## src/sv/npm_modmul.sv

```systemverilog
// ----------------------------------------------------------------------------
// npm_modmul
// bit-serial interleaved modular multiplier: result = x * y mod q, y < q
// ----------------------------------------------------------------------------
`default_nettype none

module npm_modmul #(
  parameter int W = 31
) (
  input  wire logic         clk,
  input  wire logic         rst_n,
  input  wire logic         start,
  input  wire logic [W-1:0] x,
  input  wire logic [W-1:0] y,
  input  wire logic [W-1:0] q,
  output logic              done,
  output logic      [W-1:0] result
);

  localparam int CNTW = $clog2(W + 1);

  logic            busy_r, busy_nxt;
  logic            done_r, done_nxt;
  logic [CNTW-1:0] cnt_r, cnt_nxt;
  logic [W-1:0]    x_r, x_nxt;
  logic [W-1:0]    y_r, y_nxt;
  logic [W-1:0]    q_r, q_nxt;
  logic [W-1:0]    acc_r, acc_nxt;

  // one step: acc = 2*acc + bit*y, then at most two subtractions of q
  logic [W+1:0] step_sum;
  logic [W+1:0] q1_ext;
  logic [W+1:0] q2_ext;

  always_comb begin
    q1_ext   = {2'b00, q_r};
    q2_ext   = {1'b0, q_r, 1'b0};
    step_sum = {1'b0, acc_r, 1'b0} + (x_r[W-1] ? {2'b00, y_r} : '0);

    busy_nxt = busy_r;
    done_nxt = 1'b0;
    cnt_nxt  = cnt_r;
    x_nxt    = x_r;
    y_nxt    = y_r;
    q_nxt    = q_r;
    acc_nxt  = acc_r;

    if (start) begin
      busy_nxt = 1'b1;
      cnt_nxt  = CNTW'(W);
      x_nxt    = x;
      y_nxt    = y;
      q_nxt    = q;
      acc_nxt  = '0;
    end else if (busy_r) begin
      if (step_sum >= q2_ext) begin
        acc_nxt = W'(step_sum - q2_ext);
      end else if (step_sum >= q1_ext) begin
        acc_nxt = W'(step_sum - q1_ext);
      end else begin
        acc_nxt = W'(step_sum);
      end
      x_nxt   = {x_r[W-2:0], 1'b0};
      cnt_nxt = cnt_r - CNTW'(1);
      if (cnt_r == CNTW'(1)) begin
        busy_nxt = 1'b0;
        done_nxt = 1'b1;
      end
    end
  end

  always_ff @(posedge clk) begin
    if (!rst_n) begin
      busy_r <= 1'b0;
      done_r <= 1'b0;
      cnt_r  <= '0;
    end else begin
      busy_r <= busy_nxt;
      done_r <= done_nxt;
      cnt_r  <= cnt_nxt;
    end
    x_r   <= x_nxt;
    y_r   <= y_nxt;
    q_r   <= q_nxt;
    acc_r <= acc_nxt;
  end

  assign done   = done_r;
  assign result = acc_r;

endmodule

`default_nettype wire

```

## config.mk

```make
export PLATFORM = sky130hd
export DESIGN_NAME = npm_modmul
export DESIGN_NICKNAME = d
export VERILOG_FILES = /design/src/sv/npm_modmul.sv
export SDC_FILE = /design/constraint.sdc
export NUM_CORES = 1
export LEC_CHECK = 0
export BUFFER_PORTS_ARGS = -buffer_cell sky130_fd_sc_hd__buf_2
export CORE_ASPECT_RATIO = 1.25
export CORE_MARGIN = 8
export CORE_UTILIZATION = 30
export DETAILED_ROUTE_END_ITERATION = 10
export PLACE_DENSITY = 0.57
export SYNTH_ARGS = -nofsm -noshare
export SYNTH_HDL_FRONTEND = slang
export SYNTH_SLANG_ARGS = --single-unit
```

## constraint.sdc

```tcl
create_clock -name clk -period 11.5 [get_ports clk]
set_clock_uncertainty 0.15 [all_clocks]
set_input_delay 0.575 -clock clk [delete_from_list [all_inputs] [get_ports clk]]
set_output_delay 0.575 -clock clk [all_outputs]
set_load 0.005 [all_outputs]
```

## After elaboration in Yosys (flattened, before gate mapping)

Index checks and enable logic that the tools add are counted.

| storage, ports and cells | value |
|---|---|
| register bits | 131 |
| bits in latches | 0 |
| bits in writable memories | 0 |
| bits in read-only memories | 0 |
| input port bits | 96 |
| output and inout port bits | 32 |
| logic and storage cells | 29 |
| memories | 0 |

| operators by class | value |
|---|---|
| $add $sub $neg | 4 |
| multiply operators | 0 |
| div/mod/pow operators | 0 |
| order comparisons | 2 |
| equal/unequal tests | 1 |
| shift-type cells | 0 |
| muxes and demuxes | 11 |
| bitwise operators | 2 |
| reductions and logical operators | 2 |

Operators with widths:

| operator | number |
|---|---|
| two-way mux 31 bit | 5 |
| subtractor 31 bit | 2 |
| adder 32 x 31 -> 33 bit | 1 |
| greater-or-equal comparator 33 x 31 -> 1 bit | 1 |
| greater-or-equal comparator 33 x 32 -> 1 bit | 1 |
| two-way mux 5 bit | 2 |
| equality test 5 x 1 -> 1 bit, second input constant | 1 |
| subtractor 5 x 1 -> 5 bit, second input constant | 1 |
| two-way mux 1 bit | 4 |
| OR reduction 3 bit | 1 |
| NOT 1 bit | 2 |
| nonzero test 2 bit | 1 |

## Logic depth before layout (Yosys ltp)

| depth | value |
|---|---|
| word-level depth | 5 |
| depth in mapped cells | 25 |
| mapped depth without buffers | 22 |

## Worst setup path after synthesis

No wires, ideal clock.

| timing | value |
|---|---|
| kind | flip-flop to flip-flop |
| start point | register x_r[30] |
| end point | register acc_r[12], in the netlist result[12] |
| setup time | 0.091 ns |
| arrival | 5.032 ns |
| data required time | 11.259 ns |
| setup slack | 6.227 ns |
| stages on the path, launching flop included | 24 |
| path buffers | 2 |
| clock period less this slack | 5.273 ns |
| cells stage by stage | edfxtp_1 > clkbuf_1 > and2_1 > ha_1 > fa_1 > a21o_1 > a31oi_2 > nor3_2 > nor3_1 > o21ai_0 > a21o_1 > a21oi_1 > xnor2_1 > ha_1 > a21oi_1 > nand2_1 > a211oi_1 > o21ai_0 > a311oi_2 > o311ai_1 > or2_1 > buf_6 > or3_1 > a311oi_1 |

| between the ends | value |
|---|---|
| longest elaborated chain between the ends | 5 |
| elaborated cells between the ends (all ways) | 8 |
| classes of those cells | add/sub: 3; order compare: 2; mux: 3 |

RTL lines:

| element | line | text |
|---|---|---|
| from (decl) | 25 | `logic [W-1:0] x_r, x_nxt;` |
| from (signal assigned) | 82 | `x_r <= x_nxt;` |
| two-way mux 31 bit * | 38 | `step_sum = {1'b0, acc_r, 1'b0} + (x_r[W-1] ? {2'b00, y_r} : '0);` |
| adder 32 x 31 -> 33 bit * | 38 |  |
| subtractor 31 bit / greater-or-equal comparator 33 x 31 -> 1 bit (equally long branches) | 59, 58 |  |
| two-way mux 31 bit | 58 | `end else if (step_sum >= q1_ext) begin` |
| two-way mux 31 bit * | 56 | `if (step_sum >= q2_ext) begin` |
| to (signal assigned) | 85 | `acc_r <= acc_nxt;` |
| to (decl) | 28 | `logic [W-1:0] acc_r, acc_nxt;` |

Every way passes the cells marked *; elsewhere a longest branch is shown, timed or not.
A chain may end at the register's enable or synchronous reset.

## Worst setup path in the final report

Ends and elaborated chain as after synthesis.

==> metrics <==
final hold vios=0; max-slew violation count=0; CP Class=reg -> reg; worst setup path end=result[12]; most common cell after layout, fill and taps aside=buf_2; Flop pwr share=23.4%; grt ovf=0; commonest cells after routing, fill and taps aside=126 x buf_2, 100 x a21oi_1, 94 x ha_1; wirelength, routed=31000 um; Max Buffers Root-to-Sink=2; CTS H-tree lvls=4; nets=1391; Setup Buffers After CTS=0; clock root buffer=clkbuf_16; R2R setup slack=5.10 ns; Rows=75; worst slew pin tran=1.17 ns; crit path from=x_r[30]; period utilization=55.7%; dpl hpwl=24700 um; final setup fails=0; post-CTS sizing=0; Filler Cells Inserted=3481; fin crit period=6.40 ns; Area contributors post-synth=edfxtp_1 28%, ha_1 12%, dfxtp_1 7.5%; synthesized flop and latch total=131; die area=0.0398 mm^2; Initial Util=30.2%; Switch Pwr=1.15 mW; initial antenna violation count=1; hold_buf cts=0; worst hold margin=0.167 ns; RePlAce Congestion=0.968; Post-synth EDFFs=93; Routed Antenna Nets=0; sequential share of the synthesized area=35.2%; Req. time, crit path=11.68 ns; Reg2Reg Depth=22; Leakage=5.12 nW; placed instance area=0.0112 mm^2; launch point of the worst reg-to-reg path=x_r[30]; Max Cap Viol=0; die height=221 um; clk sinks=131; die width=180 um; Core ar.=0.0334 mm^2; Clk pwr share=22.0%; Hold Path Class=in -> reg; number of global-route vias before repair=8892; Clock Pin Slew Worst Setup and Hold Paths=0.06 ns; via count=8702; DRC Markers=0; Rel. slew slack=21.7%; Post-Syn Area=0.0101 mm^2; worst r2r dst=result[12]; Synth Net Count=1270; share of cells above drive strength 1=18.1%; Max VDD drop=0.124 mV; post-place setup slack=5.16 ns; Max Fanout on Critical Path=31; global-route wire length before repair=48200 um; drt initial violations=525; DR vias/cell=5.32; RSZ-0062 raised after global routing=no; hold path depth=1; GRT Total Usage=15.3%; Pint=1.48 mW; Crit. End Element=flop; Post-Syn Area per Cell=9.38 um^2; PortBufs=127; I/O pin count=128; outcome=finished, final reports clean; asr flop ratio synth=0%; top-area cell type share of the netlist area=27.7%; Inserted Clock Buffers=17; synth warn=0; Mapped Cells=1077; total negative slack=0 ns; placed cell count=1602; Worst-Skew Late Latency=0.43 ns; Routed WL per cell=19.0 um; Area Overhead vs Synth=16.8%; Non-Filler Instances=1635; Pwr Total=2.63 mW; CTS tree=yes; Final Util=35.3%; crit path launch type=flop; Worst EP arrival=6.58 ns; largest net degree at the start of global routing=62; net switching fraction of the power=43.7%; Max Fclk=156 MHz; synth unique cells=82; Logic pwr share=54.6%; pwr dens=223 mW/mm^2; drt pass-1 iters=4; Top FF cell, synth=edfxtp_1; top cell type by total area after synthesis=edfxtp_1; Final WS setup=5.10 ns; fin area=0.0118 mm^2
-- worst min-delay path by stage --
stage / from / end / slack [ns]
after floorplan: result[27] / result[27] / 0.32
after global placement: result[26] / result[26] / 0.34
after detailed placement: result[19] / result[19] / 0.36
after CTS: q[6] / q_r[6] / 0.15
after global routing: y[5] / y_r[5] / 0.15
final: y[7] / y_r[7] / 0.17
-- synthesized netlist by cell type, types with 4 or more instances --
cell type  instances
a311oi_1           8
ha_1              94
a211o_1            9
or4_1              4
dfxtp_1           38
edfxtp_1          93
a21boi_0           4
o21ai_1            5
nand4_1            6
nor2_1            66
a21oi_1          100
o21a_1            18
a31oi_1            8
xor2_1            21
nor4_1             4
clkbuf_1          19
xnor2_1           57
nor3_1            33
a211oi_1          18
mux2i_1           10
nor2b_1            4
o31ai_1            4
nand3_1           35
or2_2              5
o211ai_1           8
o221ai_1           4
mux2_2            30
nand3b_1           4
nand2b_1           4
and3_1            11
o21ai_0           50
buf_2              9
o21bai_1          13
nand2_1           65
a21o_1            32
inv_1             61
and2_1            42
o31a_1             4
-- registers in the layout (all words and copies together) (netlist names) --
name and cells:
x_r 31, result 31, y_r 31, q_r 31, busy_r 1, done 1
cnt_r 5
-- worst max-delay path, cell delays in order (launching register included) --
cell,delay (ns)
edfxtp_1,0.70
and2_1,0.29
ha_1,0.23
fa_1,0.42
a21o_1,0.23
a31oi_2,0.23
nor3_2,0.11
nor3_1,0.30
o21ai_0,0.22
a21o_1,0.22
a21oi_1,0.17
xnor2_1,0.21
ha_1,0.35
a21oi_1,0.21
nand2_1,0.14
a211oi_1,0.26
o21ai_0,0.14
a311oi_2,0.32
o311ai_1,0.17
or2_1,0.31
buf_4,0.24
or3_1,0.39
a311oi_1,0.28
-- final cells by class --
class / count / area, um^2 / share of cell area [%]
well taps: 423 / 529 / 4.49
diodes: 1 / 2.50 / 0.0212
multi-input cells: 852 / 6170 / 52.3
clock inverters: 14 / 176 / 1.50
repair buffers: 135 / 698 / 5.92
inverters: 61 / 229 / 1.94
clock buffers: 18 / 439 / 3.72
flip-flops and latches: 131 / 3550 / 30.1
-- power by group through the flow --
| stage | combinational, mW | clock, mW | sequential [mW] |
|---|---|---|---|
| floorplan | 1.04 | 0 | 0.605 |
| global placement | 1.42 | 0 | 0.626 |
| detailed placement | 1.42 | 0 | 0.626 |
| CTS | 1.43 | 0.592 | 0.617 |
| global route | 1.57 | 0.611 | 0.623 |
| finish | 1.44 | 0.579 | 0.616 |
-- cells by family (layout without fill, tap and decap cells) --
kind of cell    after synthesis  in the layout  synth area share [%]
buf+inv                      94            228                  3.72
mux                          40             40                  4.34
compound gates              337            337                  22.6
xor+xnor                     78             78                  6.77
simple gates                300            300                  15.2
flops                       131            131                  35.2
fa+ha+maj                    97             97                  12.2
other cells                   0              1                     0
-- per-layer routing --
metal / wire [um] / vias to the layer above / GRT usage, %
met4: 1250 / 0 / 7.21
met2: 16200 / 218 / 28.5
li1: - / 4301 / -
met3: 1160 / 67 / 2.54
met5: 0 / - / 0
met1: 12500 / 4116 / 16.6
(Power assumes the default switching activity.)
